--- src/design/dq_pkg.sv ---
// Package for the deadline event queue: shared constants, codes and types.
// Used by the top level; depends on nothing.
`timescale 1ns / 1ps
package dq_pkg;

  localparam int QUEUE_DEPTH_DEF = 16;
  localparam int ID_BITS_DEF     = 16;

  localparam logic [1:0] KIND_ADD     = 2'd0;
  localparam logic [1:0] KIND_ADVANCE = 2'd1;
  localparam logic [1:0] KIND_ABORT   = 2'd2;

  localparam logic [1:0] ACT_EXEC   = 2'd0;
  localparam logic [1:0] ACT_ABORT  = 2'd1;
  localparam logic [1:0] ACT_ACCEPT = 2'd2;
  localparam logic [1:0] ACT_REJECT = 2'd3;

  typedef enum logic [9:0] {
    ST_IDLE     = 10'b00_0000_0001,
    ST_SRCH_RD  = 10'b00_0000_0010,
    ST_SRCH_CHK = 10'b00_0000_0100,
    ST_SHIFT_RD = 10'b00_0000_1000,
    ST_SHIFT_WR = 10'b00_0001_0000,
    ST_INS      = 10'b00_0010_0000,
    ST_ADV_RD   = 10'b00_0100_0000,
    ST_ADV_CHK  = 10'b00_1000_0000,
    ST_ABT_RD   = 10'b01_0000_0000,
    ST_ABT_CHK  = 10'b10_0000_0000
  } state_t;

endpackage

--- src/design/dq_if.sv ---
// Channel interfaces of the deadline event queue: command beats in, result beats out.
// No dependencies.
`timescale 1ns / 1ps
interface dq_in_if;
  logic        valid;
  logic        ready;
  logic [1:0]  kind;
  logic [15:0] event_id;
  logic [63:0] exec_time;
  logic        stamp_add_time;
  logic        deletable;
  logic [31:0] elapsed;
  logic        force_req;

  modport source (output valid, kind, event_id, exec_time, stamp_add_time, deletable,
                  elapsed, force_req, input ready);
  modport sink (input valid, kind, event_id, exec_time, stamp_add_time, deletable,
                elapsed, force_req, output ready);
endinterface

interface dq_out_if;
  logic        valid;
  logic        ready;
  logic [15:0] out_event_id;
  logic [1:0]  action;
  logic [63:0] now;
  logic [31:0] step_elapsed;
  logic        stamped;
  logic        last;

  modport source (output valid, out_event_id, action, now, step_elapsed, stamped, last,
                  input ready);
  modport sink (input valid, out_event_id, action, now, step_elapsed, stamped, last,
                output ready);
endinterface

--- src/design/dq_ram.sv ---
// Generic single-port-write, single-port-read RAM with a registered read.
// No dependencies.
`timescale 1ns / 1ps
module dq_ram #(
  parameter int WIDTH = 8,
  parameter int DEPTH = 16
) (
  input  logic                     clk,
  input  logic                     we,
  input  logic [$clog2(DEPTH)-1:0] waddr,
  input  logic [WIDTH-1:0]         wdata,
  input  logic [$clog2(DEPTH)-1:0] raddr,
  output logic [WIDTH-1:0]         rdata
);

  logic [WIDTH-1:0] mem [DEPTH];

  always_ff @(posedge clk) begin
    if (we) begin
      mem[waddr] <= wdata;
    end
    rdata <= mem[raddr];
  end

endmodule

--- src/design/deadline_event_queue.sv ---
// Deadline event queue: ordered timer events kept in one RAM as a ring.
// A command with results hands its final beat out from the idle state before the next
// command is taken; one command is in work at a time.
// Reset (synchronous, active low) clears the state, the time, the count, the ring head
// and the pending and output valid flags.
`timescale 1ns / 1ps
module deadline_event_queue #(
  parameter int QUEUE_DEPTH = dq_pkg::QUEUE_DEPTH_DEF,
  parameter int ID_BITS     = dq_pkg::ID_BITS_DEF
) (
  input logic clk,
  input logic rst_n,
  dq_in_if.sink    in_ch,
  dq_out_if.source out_ch
);

  // Each RAM word holds handle, due time, removable mark and cancelled mark.
  localparam int IDX_W = $clog2(QUEUE_DEPTH);
  localparam int CNT_W = $clog2(QUEUE_DEPTH + 1);
  localparam int E_W   = ID_BITS + 66;

  dq_pkg::state_t state_r, state_nxt;

  logic [63:0]        cur_time_r, cur_time_nxt;
  logic [CNT_W-1:0]   count_r, count_nxt;
  logic [IDX_W-1:0]   head_r, head_nxt;
  logic [CNT_W-1:0]   idx_r, idx_nxt;
  logic [CNT_W-1:0]   pos_r, pos_nxt;
  logic [CNT_W-1:0]   keep_r, keep_nxt;

  // Command held for the duration of its work.
  logic [ID_BITS-1:0] c_id_r, c_id_nxt;
  logic [63:0]        c_due_r, c_due_nxt;
  logic               c_stamp_r, c_stamp_nxt;
  logic               c_del_r, c_del_nxt;
  logic [31:0]        c_el_r, c_el_nxt;
  logic               c_force_r, c_force_nxt;

  // A pending result is held back until we know whether another follows,
  // which is what decides its last flag.
  logic               pend_v_r, pend_v_nxt;
  logic [15:0]        pend_id_r, pend_id_nxt;
  logic [1:0]         pend_act_r, pend_act_nxt;
  logic [31:0]        pend_el_r, pend_el_nxt;
  logic               pend_st_r, pend_st_nxt;

  // Output register: the result beat being offered downstream.
  logic               o_v_r, o_v_nxt;
  logic [15:0]        o_id_r, o_id_nxt;
  logic [1:0]         o_act_r, o_act_nxt;
  logic [63:0]        o_now_r, o_now_nxt;
  logic [31:0]        o_el_r, o_el_nxt;
  logic               o_st_r, o_st_nxt;
  logic               o_last_r, o_last_nxt;

  logic               we;
  logic [IDX_W-1:0]   waddr, raddr;
  logic [E_W-1:0]     wdata, rdata;
  logic [ID_BITS-1:0] r_id;
  logic [63:0]        r_due;
  logic               r_rem, r_canc;

  logic               slot_free, can_push, emit, emit_last;
  logic [15:0]        r_id16;

  // Map a logical position (0 is the front) onto a RAM address in the ring.
  function automatic logic [IDX_W-1:0] phys(input logic [IDX_W-1:0] head,
                                            input logic [CNT_W-1:0] lpos);
    logic [CNT_W:0] s;
    s = (CNT_W + 1)'(head) + (CNT_W + 1)'(lpos);
    if (s >= (CNT_W + 1)'(QUEUE_DEPTH)) begin
      s = s - (CNT_W + 1)'(QUEUE_DEPTH);
    end
    return s[IDX_W-1:0];
  endfunction

  assign {r_id, r_due, r_rem, r_canc} = rdata;
  assign r_id16 = 16'(32'(r_id));
  assign raddr  = phys(head_r, idx_r);

  dq_ram #(.WIDTH(E_W), .DEPTH(QUEUE_DEPTH)) u_ram (
    .clk   (clk),
    .we    (we),
    .waddr (waddr),
    .wdata (wdata),
    .raddr (raddr),
    .rdata (rdata)
  );

  assign slot_free = !o_v_r || out_ch.ready;
  // A new result may enter the pending slot if that slot is empty or its
  // occupant can move into the output register this cycle.
  assign can_push  = !pend_v_r || slot_free;

  // A new command is taken only once the previous one has handed out its final beat.
  assign in_ch.ready = (state_r == dq_pkg::ST_IDLE) && !pend_v_r;

  always_comb begin
    state_nxt    = state_r;
    cur_time_nxt = cur_time_r;
    count_nxt    = count_r;
    head_nxt     = head_r;
    idx_nxt      = idx_r;
    pos_nxt      = pos_r;
    keep_nxt     = keep_r;
    c_id_nxt     = c_id_r;
    c_due_nxt    = c_due_r;
    c_stamp_nxt  = c_stamp_r;
    c_del_nxt    = c_del_r;
    c_el_nxt     = c_el_r;
    c_force_nxt  = c_force_r;
    pend_v_nxt   = pend_v_r;
    pend_id_nxt  = pend_id_r;
    pend_act_nxt = pend_act_r;
    pend_el_nxt  = pend_el_r;
    pend_st_nxt  = pend_st_r;
    we           = 1'b0;
    waddr        = phys(head_r, pos_r);
    wdata        = rdata;
    emit         = 1'b0;
    emit_last    = 1'b0;

    unique case (state_r)
      dq_pkg::ST_IDLE: begin
        if (pend_v_r) begin
          // Finish the previous command: its held result is the final one.
          if (slot_free) begin
            emit       = 1'b1;
            emit_last  = 1'b1;
            pend_v_nxt = 1'b0;
          end
        end else if (in_ch.valid) begin
          c_id_nxt    = ID_BITS'(in_ch.event_id);
          c_due_nxt   = in_ch.exec_time;
          c_stamp_nxt = in_ch.stamp_add_time;
          c_del_nxt   = in_ch.deletable;
          c_el_nxt    = in_ch.elapsed;
          c_force_nxt = in_ch.force_req;
          idx_nxt     = '0;
          keep_nxt    = '0;
          unique case (in_ch.kind)
            dq_pkg::KIND_ADD: begin
              if (count_r == CNT_W'(QUEUE_DEPTH)) begin
                pend_v_nxt   = 1'b1;
                pend_id_nxt  = 16'(32'(ID_BITS'(in_ch.event_id)));
                pend_act_nxt = dq_pkg::ACT_REJECT;
                pend_el_nxt  = '0;
                pend_st_nxt  = 1'b0;
              end else begin
                state_nxt = dq_pkg::ST_SRCH_RD;
              end
            end
            dq_pkg::KIND_ADVANCE: begin
              cur_time_nxt = cur_time_r + 64'(in_ch.elapsed);
              state_nxt    = dq_pkg::ST_ADV_RD;
            end
            dq_pkg::KIND_ABORT: begin
              state_nxt = dq_pkg::ST_ABT_RD;
            end
            default: begin
            end
          endcase
        end
      end

      // Insert: find the first entry due strictly later than the new one.
      dq_pkg::ST_SRCH_RD: begin
        if (idx_r == count_r) begin
          pos_nxt   = idx_r;
          state_nxt = dq_pkg::ST_INS;
        end else begin
          state_nxt = dq_pkg::ST_SRCH_CHK;
        end
      end
      dq_pkg::ST_SRCH_CHK: begin
        if (r_due <= c_due_r) begin
          idx_nxt   = idx_r + 1'b1;
          state_nxt = dq_pkg::ST_SRCH_RD;
        end else begin
          pos_nxt   = idx_r;
          idx_nxt   = count_r - 1'b1;
          state_nxt = dq_pkg::ST_SHIFT_RD;
        end
      end

      // Move the tail back one place, last entry first.
      dq_pkg::ST_SHIFT_RD: begin
        state_nxt = dq_pkg::ST_SHIFT_WR;
      end
      dq_pkg::ST_SHIFT_WR: begin
        we    = 1'b1;
        waddr = phys(head_r, idx_r + 1'b1);
        wdata = rdata;
        if (idx_r == pos_r) begin
          state_nxt = dq_pkg::ST_INS;
        end else begin
          idx_nxt   = idx_r - 1'b1;
          state_nxt = dq_pkg::ST_SHIFT_RD;
        end
      end
      dq_pkg::ST_INS: begin
        we           = 1'b1;
        waddr        = phys(head_r, pos_r);
        wdata        = {c_id_r, c_due_r, c_del_r, 1'b0};
        count_nxt    = count_r + 1'b1;
        pend_v_nxt   = 1'b1;
        pend_id_nxt  = 16'(32'(c_id_r));
        pend_act_nxt = dq_pkg::ACT_ACCEPT;
        pend_el_nxt  = '0;
        pend_st_nxt  = c_stamp_r;
        state_nxt    = dq_pkg::ST_IDLE;
      end

      // Advance: pop from the front while the front entry is due.
      dq_pkg::ST_ADV_RD: begin
        if (count_r == '0) begin
          state_nxt = dq_pkg::ST_IDLE;
        end else begin
          state_nxt = dq_pkg::ST_ADV_CHK;
        end
      end
      dq_pkg::ST_ADV_CHK: begin
        if (r_due <= cur_time_r) begin
          if (can_push) begin
            emit         = pend_v_r;
            pend_v_nxt   = 1'b1;
            pend_id_nxt  = r_id16;
            pend_act_nxt = r_canc ? dq_pkg::ACT_ABORT : dq_pkg::ACT_EXEC;
            pend_el_nxt  = r_canc ? 32'd0 : c_el_r;
            pend_st_nxt  = 1'b0;
            head_nxt     = phys(head_r, CNT_W'(1));
            count_nxt    = count_r - 1'b1;
            state_nxt    = dq_pkg::ST_ADV_RD;
          end
        end else begin
          state_nxt = dq_pkg::ST_IDLE;
        end
      end

      // Abort-all: report every entry, compacting the survivors in place.
      dq_pkg::ST_ABT_RD: begin
        if (idx_r == count_r) begin
          count_nxt = keep_r;
          state_nxt = dq_pkg::ST_IDLE;
        end else begin
          state_nxt = dq_pkg::ST_ABT_CHK;
        end
      end
      dq_pkg::ST_ABT_CHK: begin
        if (can_push) begin
          emit         = pend_v_r;
          pend_v_nxt   = 1'b1;
          pend_id_nxt  = r_id16;
          pend_act_nxt = dq_pkg::ACT_ABORT;
          pend_el_nxt  = '0;
          pend_st_nxt  = 1'b0;
          if (!c_force_r && !r_rem) begin
            we       = 1'b1;
            waddr    = phys(head_r, keep_r);
            wdata    = {r_id, r_due, r_rem, 1'b1};
            keep_nxt = keep_r + 1'b1;
          end
          idx_nxt   = idx_r + 1'b1;
          state_nxt = dq_pkg::ST_ABT_RD;
        end
      end

      default: begin
        state_nxt = dq_pkg::ST_IDLE;
      end
    endcase
  end

  // Output register loads from the pending slot.
  always_comb begin
    o_v_nxt    = o_v_r;
    o_id_nxt   = o_id_r;
    o_act_nxt  = o_act_r;
    o_now_nxt  = o_now_r;
    o_el_nxt   = o_el_r;
    o_st_nxt   = o_st_r;
    o_last_nxt = o_last_r;
    if (emit) begin
      o_v_nxt    = 1'b1;
      o_id_nxt   = pend_id_r;
      o_act_nxt  = pend_act_r;
      o_now_nxt  = cur_time_r;
      o_el_nxt   = pend_el_r;
      o_st_nxt   = pend_st_r;
      o_last_nxt = emit_last;
    end else if (out_ch.ready) begin
      o_v_nxt = 1'b0;
    end
  end

  always_ff @(posedge clk) begin
    if (!rst_n) begin
      state_r    <= dq_pkg::ST_IDLE;
      cur_time_r <= '0;
      count_r    <= '0;
      head_r     <= '0;
      pend_v_r   <= 1'b0;
      o_v_r      <= 1'b0;
    end else begin
      state_r    <= state_nxt;
      cur_time_r <= cur_time_nxt;
      count_r    <= count_nxt;
      head_r     <= head_nxt;
      pend_v_r   <= pend_v_nxt;
      o_v_r      <= o_v_nxt;
    end
  end

  always_ff @(posedge clk) begin
    idx_r      <= idx_nxt;
    pos_r      <= pos_nxt;
    keep_r     <= keep_nxt;
    c_id_r     <= c_id_nxt;
    c_due_r    <= c_due_nxt;
    c_stamp_r  <= c_stamp_nxt;
    c_del_r    <= c_del_nxt;
    c_el_r     <= c_el_nxt;
    c_force_r  <= c_force_nxt;
    pend_id_r  <= pend_id_nxt;
    pend_act_r <= pend_act_nxt;
    pend_el_r  <= pend_el_nxt;
    pend_st_r  <= pend_st_nxt;
    o_id_r     <= o_id_nxt;
    o_act_r    <= o_act_nxt;
    o_now_r    <= o_now_nxt;
    o_el_r     <= o_el_nxt;
    o_st_r     <= o_st_nxt;
    o_last_r   <= o_last_nxt;
  end

  assign out_ch.valid        = o_v_r;
  assign out_ch.out_event_id = o_id_r;
  assign out_ch.action       = o_act_r;
  assign out_ch.now          = o_now_r;
  assign out_ch.step_elapsed = o_el_r;
  assign out_ch.stamped      = o_st_r;
  assign out_ch.last         = o_last_r;

endmodule
--- src/flat_wrapper.sv ---
// flat-port wrapper written by rule: the top's interface ports become plain ports
module deadline_event_queue_flat 
#(
  parameter int QUEUE_DEPTH = dq_pkg::QUEUE_DEPTH_DEF,
  parameter int ID_BITS     = dq_pkg::ID_BITS_DEF
)
  (clk, rst_n, in_ch_valid, in_ch_kind, in_ch_event_id, in_ch_exec_time, in_ch_stamp_add_time, in_ch_deletable, in_ch_elapsed, in_ch_force_req, in_ch_ready, out_ch_valid, out_ch_out_event_id, out_ch_action, out_ch_now, out_ch_step_elapsed, out_ch_stamped, out_ch_last, out_ch_ready);
  dq_in_if in_ch_i ();
  dq_out_if out_ch_i ();
  input logic clk;
  input logic rst_n;
  input wire logic [$bits(in_ch_i.valid)-1:0] in_ch_valid;
  input wire logic [$bits(in_ch_i.kind)-1:0] in_ch_kind;
  input wire logic [$bits(in_ch_i.event_id)-1:0] in_ch_event_id;
  input wire logic [$bits(in_ch_i.exec_time)-1:0] in_ch_exec_time;
  input wire logic [$bits(in_ch_i.stamp_add_time)-1:0] in_ch_stamp_add_time;
  input wire logic [$bits(in_ch_i.deletable)-1:0] in_ch_deletable;
  input wire logic [$bits(in_ch_i.elapsed)-1:0] in_ch_elapsed;
  input wire logic [$bits(in_ch_i.force_req)-1:0] in_ch_force_req;
  output wire logic [$bits(in_ch_i.ready)-1:0] in_ch_ready;
  output wire logic [$bits(out_ch_i.valid)-1:0] out_ch_valid;
  output wire logic [$bits(out_ch_i.out_event_id)-1:0] out_ch_out_event_id;
  output wire logic [$bits(out_ch_i.action)-1:0] out_ch_action;
  output wire logic [$bits(out_ch_i.now)-1:0] out_ch_now;
  output wire logic [$bits(out_ch_i.step_elapsed)-1:0] out_ch_step_elapsed;
  output wire logic [$bits(out_ch_i.stamped)-1:0] out_ch_stamped;
  output wire logic [$bits(out_ch_i.last)-1:0] out_ch_last;
  input wire logic [$bits(out_ch_i.ready)-1:0] out_ch_ready;
  assign in_ch_i.valid = in_ch_valid;
  assign in_ch_i.kind = in_ch_kind;
  assign in_ch_i.event_id = in_ch_event_id;
  assign in_ch_i.exec_time = in_ch_exec_time;
  assign in_ch_i.stamp_add_time = in_ch_stamp_add_time;
  assign in_ch_i.deletable = in_ch_deletable;
  assign in_ch_i.elapsed = in_ch_elapsed;
  assign in_ch_i.force_req = in_ch_force_req;
  assign in_ch_ready = in_ch_i.ready;
  assign out_ch_valid = out_ch_i.valid;
  assign out_ch_out_event_id = out_ch_i.out_event_id;
  assign out_ch_action = out_ch_i.action;
  assign out_ch_now = out_ch_i.now;
  assign out_ch_step_elapsed = out_ch_i.step_elapsed;
  assign out_ch_stamped = out_ch_i.stamped;
  assign out_ch_last = out_ch_i.last;
  assign out_ch_i.ready = out_ch_ready;
  deadline_event_queue #(.QUEUE_DEPTH(QUEUE_DEPTH), .ID_BITS(ID_BITS)) u_core (.clk(clk), .rst_n(rst_n), .in_ch(in_ch_i), .out_ch(out_ch_i));
endmodule
--- config.mk ---
export PLATFORM = sky130hd
export DESIGN_NAME = deadline_event_queue_flat
export DESIGN_NICKNAME = d
export VERILOG_FILES = /design/src/design/dq_pkg.sv /design/src/design/dq_if.sv /design/src/design/dq_ram.sv /design/src/design/deadline_event_queue.sv /design/src/flat_wrapper.sv
export SDC_FILE = /design/constraint.sdc
export NUM_CORES = 2
export LEC_CHECK = 0
export CAP_MARGIN = 20
export CORE_ASPECT_RATIO = 1.5
export CORE_MARGIN = 2
export CORE_UTILIZATION = 45
export DETAILED_ROUTE_END_ITERATION = 10
export DONT_BUFFER_PORTS = 1
export SETUP_SLACK_MARGIN = 0.5
export SLEW_MARGIN = 20
export SYNTH_ARGS = -nofsm -noshare
export SYNTH_HDL_FRONTEND = slang
export SYNTH_HIERARCHICAL = 1
export SYNTH_SLANG_ARGS = --single-unit
export TNS_END_PERCENT = 10
--- constraint.sdc ---
create_clock -name clk -period 14.17 [get_ports clk]
set_input_delay 3.5425 -clock clk [delete_from_list [all_inputs] [get_ports clk]]
set_output_delay 3.5425 -clock clk [all_outputs]
set_load 0.1 [all_outputs]
Word-level counts from Yosys, hierarchy flattened. Memories as Yosys holds them, arrays and structs flattened. A register that Yosys moved wholly into a read port is not among the register bits. Index checks and enable logic that the tools add are counted.

Register bits: 382. Bits in latches: 0. RAM bits: 1312. ROM bits: 0. Input bits: 121. Output and inout bits: 118. Word-level logic and storage cells: 200. Memories kept: 1.

Add/sub/neg operators: 16. Multiply operators: 0. Divide/modulo/power cells: 0. Order comparisons: 7. Eq/ne operators: 30. Shift-type cells: 0. Muxes and demuxes: 92. Bitwise operators: 1. Reduce and logical (&&, ||, !) cells: 28.

Memory list: u_core.u_ram.mem (depth 16, bits a word 82, rd ports 1, clocked after Yosys merged registers in 1, wr ports 1, RTL line dq_ram.sv:16) `logic [WIDTH-1:0] mem [DEPTH];`.

Operators with widths (number): $mux W32 (8); $pmux W82 S2 (1); $le A64 B64 Y1 (2); $pmux W32 S4 (1); $mux W16 (6); $pmux W10 S9 (1); $mux W10 (7); $add A64 B32 Y64 (1); $pmux W16 S4 (1); $mux W5 (12); $mux W4 (8); $pmux W10 S3 (1); $mux W1 (26); $add A4 B5 Y6 (4); $ge A6 B5 Y1 const B (4); $pmux W5 S2 (2); $pmux W5 S4 (1); $sub A4 B1 Y4 const B (5); $add A5 B1 Y5 const B (3); $pmux W5 S3 (1); $mux W2 (7); $mux W6 (2); $ne A2 B1 Y1 const B (6); $ne A2 B2 Y1 const B (6); 42 further kinds (58).

Logic depth before layout (Yosys ltp).
Depth after elaboration: 7. Depth in mapped cells: 13. Depth with buffers taken out: 12.

Modules after synthesis. The synthesis kept the hierarchy.

Modules (own cells, without submodules): dq_ram (times used 1, cells each 2103, area each 50681.1 um^2, seq. area each 41039.4 um^2); deadline_event_queue (times used 1, cells each 1949, area each 20419.6 um^2, seq. area each 10620.2 um^2).

Worst setup path before layout. OpenSTA, ideal clock, no wires.

Path kind: input-to-reg. Start: input out_ch_ready. End: memory u_core/u_ram/mem[0][0] (netlist name), enable pin. Setup time: 0.623 ns. Arrival time: 10.740 ns. Data required time: 13.547 ns. Slack: 2.807 ns. Stages: 9. Path buffers: 1. Cell sequence: nand2b_1 -> nor2_1 -> nor3_1 -> and2_0 -> clkbuf_1 -> a22oi_1 -> nand2_1 -> or3b_2 -> nor3_1.

Elaborated cells on any way between the ends: 8. Those cells by class: mux: 6; reduce/logical: 2.

RTL lines: from (decl) (RTL line flat_wrapper.sv:28) `input wire logic [$bits(out_ch_i.ready)-1:0] out_ch_ready;`; $logic_or A1 B1 Y1 (RTL line deadline_event_queue.sv:90) `assign slot_free = !o_v_r || out_ch.ready;`; $logic_or A1 B1 Y1 (RTL line deadline_event_queue.sv:93) `assign can_push = !pend_v_r || slot_free;`; $mux W4 (RTL line deadline_event_queue.sv:250) `if (can_push) begin`; $pmux W4 S2 (RTL line deadline_event_queue.sv:123) `unique case (state_r)`; named net u_core.waddr[2] (RTL line deadline_event_queue.sv:57) `logic [IDX_W-1:0] waddr, raddr;`; to (decl) (RTL line dq_ram.sv:16).

The timed path passes the listed nets, and every way through them passes these cells.

Worst setup path after layout.
Start: input out_ch_ready. End: memory u_core/u_ram/mem[9][35] (netlist name), enable pin.

Same word-level chain as after synthesis.

==> flow_metrics.env <==
export IMPL_syn_avg_cell_area_um2=17.5
export IMPL_setup_viol=0
export IMPL_die_w_um=329
export IMPL_clock_root_buffer="clkbuf_16"
export IMPL_peakVddDrop_v=0.000127
export IMPL_cts_setup_buffers=0
export IMPL_grt_overflow=0
export IMPL_fill_cells=12722
export IMPL_crit_arrival_ns=7.62
export IMPL_dieArea_um2=161000
export IMPL_yosysSeqAreaShare_pct=72.7
export IMPL_fp_dieH_um=491
export IMPL_firstDrtPassIters=6
export IMPL_grt_max_degree=120
export IMPL_fin_crit_ns=7.19
export IMPL_synth_cells=4052
export IMPL_drive_above_1_share_pct=17.7
export IMPL_finalCritPeriodShare_pct=50.8
export IMPL_start_kind="input pin"
export IMPL_cts_inserted_buffers=164
export IMPL_placementRows=178
export IMPL_wl_um=173000
export IMPL_clk_latency_ns=0.81
export IMPL_synth_flop_cell="edfxtp_1"
export IMPL_ys_warn_count=6
export IMPL_synth_async_reset_ratio_pct=0
export IMPL_final_setup_tns_ns=0
export IMPL_grt_antenna_before_repair=8
export IMPL_hold_path_class="flip-flop to flip-flop"
export IMPL_ys_types=82
export IMPL_critical_path_max_stage_delay_ns=0.76
export IMPL_first_global_vias=37750
export IMPL_slew_viol_final=0
export IMPL_final_nets=4460
export IMPL_vias_per_cell=5.82
export IMPL_io_buffer_count=0
export IMPL_fmax_mhz=139
export IMPL_synth_edff_count=1609
export IMPL_yosys_top_cells_count="1609 x edfxtp_1, 358 x nand2_1, 328 x mux4_2"
export IMPL_cp_cell_sequence="nand2b_1 -> nor2_1 -> nor3_1 -> and2_0 -> a22oi_1 -> nand2_1 -> nand2b_1 -> nor2_4 -> buf_4 -> buf_4"
export IMPL_grt_pass1_wl_um=255000
export IMPL_yosysMostFrequentCell="edfxtp_1"
export IMPL_vias=37049
export IMPL_tightest_slew_ns=1.11
export IMPL_worstPathRequired_ns=14.60
export IMPL_drt_iter0_drc=3481
export IMPL_worst_setup_path_end_kind="flip-flop"
export IMPL_path_max_fanout=38
export IMPL_start_util_pct=45.3
export IMPL_clkSlewWorstSetupHoldPaths_ns=0.06
export IMPL_crit_slowest_cell="buf_4"
export IMPL_p_leak_nw=26.3
export IMPL_path_buf_inv=2
export IMPL_maxCapViolCount=0
export IMPL_slew_headroom_pct=26.2
export IMPL_finalHoldViolCount=0
export IMPL_critical_path_top_delay_family="simple AND/OR/NAND/NOR gates"
export IMPL_dp_hpwl_um=107000
export IMPL_status="finished, final reports clean"
export IMPL_drc=0
export IMPL_synth_seq_cells=1776
export IMPL_core_area_um2=157000
export IMPL_cts_buffer_depth=3
export IMPL_syn_nets=4360
export IMPL_rsz0062_at_grt="no"
export IMPL_yosys_area_top_type="edfxtp_1"
export IMPL_synthesis_area_um2=71100
export IMPL_grt_use_total_pct=21.5
export IMPL_ctsResizeCount=0
export IMPL_crit_type="input pin to flip-flop"
export IMPL_ctsHtreeMaxLevel=4
export IMPL_tritoncts="built"
export IMPL_hold_buffers=0
export IMPL_finalClockSkew_ns=0.0328
export IMPL_postRouteAntennaNets=0
export IMPL_gp_congestion=0.886
export IMPL_post_route_util_pct=50.7
export IMPL_ys_top_cells_by_area="edfxtp_1 68%, mux4_2 10%, dfxtp_1 4.7%"
export IMPL_num_io_pins=239
export IMPL_area_growth_pct=11.7
export IMPL_clock_sink_count=1776
export IMPL_wire_per_inst_um=27.2
export IMPL_synth_top_cell_area_share_pct=68.0
export IMPL_p_per_area_nw_per_um2=199
[power breakdown]
part / switching, W / total [W] / internal (W)
clock network: 0.00197 / 0.00451 / 0.00253
registers: 0.000718 / 0.00739 / 0.00667
logic: 0.00242 / 0.00388 / 0.00146
total: 0.00511 / 0.0158 / 0.0107
[state kept, by name, summed over array words and instances (netlist names), 4 cells and up]
| signal | flops |
|---|---|
| u_core/c_el_r | 32 |
| u_core/count_r | 5 |
| u_core/u_ram/rdata | 82 |
| u_core/idx_r | 5 |
| u_core/pend_el_r | 32 |
| u_core/head_r | 4 |
| u_core/out_ch.step_elapsed | 32 |
| u_core/state_r | 10 |
| u_core/out_ch.now | 64 |
| u_core/c_id_r | 16 |
| u_core/cur_time_r | 64 |
| u_core/u_ram/mem | 1312 |
| u_core/pend_id_r | 16 |
| u_core/out_ch.out_event_id | 16 |
| u_core/pos_r | 5 |
| u_core/keep_r | 5 |
| u_core/c_due_r | 64 |
[worst register-to-register path, stage by stage, from the launching register on]
cell and delay (ns):
dfxtp_1 0.98, nand2b_1 0.27, nor2_1 0.49, nor3_1 0.21, and2_0 0.29, a22oi_1 0.22, nand2_1 0.22, nand2b_1 0.40
nor2_4 0.61, buf_4 0.76, buf_4 0.68
[logic make-up after synthesis]
family / Yosys count / synth area share (%)
AO/OA/AOI/OAI: 585 / 5.43
flip-flops: 1776 / 72.7
buffers and inverters: 328 / 2.00
AND/OR/NAND/NOR: 765 / 5.13
adder cells (fa/ha/maj): 187 / 3.34
XOR/XNOR: 67 / 0.825
multiplexers: 344 / 10.6
[per-stage QoR]
stage	power [W]	hold WS, ns	worst slack [ns]	instances	area [um^2]
2_1_floorplan	0.0101	0.400	2.81	4052	71100
3_3_place_gp	0.0113	0.401	6.34	6056	73900
3_5_place_dp	0.0114	0.406	6.22	6056	73900
4_1_cts	0.0159	0.403	7.10	6362	79400
5_1_grt	0.0165	0.409	6.81	6363	79400
6_report	0.0158	0.408	6.98	6365	79400
[final timing paths]
check                                          from                             to  slack [ns]  cells after the start
worst max-delay path                   out_ch_ready        u_core/u_ram/mem[9][35]        6.98                     10
worst min-delay path            u_core/pend_id_r[4]  u_core/out_ch.out_event_id[4]        0.41                      0
worst max register to register  u_core/out_ch.valid        u_core/u_ram/mem[9][35]        8.66                     10
worst min register to register  u_core/pend_id_r[4]  u_core/out_ch.out_event_id[4]        0.41                      0
[layout by cell type, fill, tap and decap left out, types with 105 or more instances in the layout]
cell / count
nand2_1: 358
clkbuf_16: 164
ha_1: 182
inv_1: 150
edfxtp_1: 1609
buf_4: 105
a22oi_1: 169
dfxtp_1: 167
a21oi_1: 129
mux4_2: 328
[per-layer routing]
| metal | up-vias | track usage, % | wire, um |
|---|---|---|---|
| li1 | 16284 | - | - |
| met1 | 19408 | 29.6 | 73900 |
| met2 | 1134 | 35.7 | 85500 |
| met3 | 223 | 3.67 | 10300 |
| met4 | 0 | 5.25 | 3600 |
| met5 | - | 0 | 0 |
[layout make-up]
cell class / count / area (um^2) / area share [%]
inverters: 154 / 593 / 0.746
clock buffers: 216 / 4410 / 5.55
repair buffers: 108 / 848 / 1.07
multi-input cells: 1948 / 18300 / 23.0
diodes: 3 / 7.51 / 0.00945
flip-flops and latches: 1776 / 51700 / 65.0
well taps: 2070 / 2590 / 3.26
clock inverters: 90 / 1070 / 1.34
No activity file was read; power rests on OpenSTA's default activity.
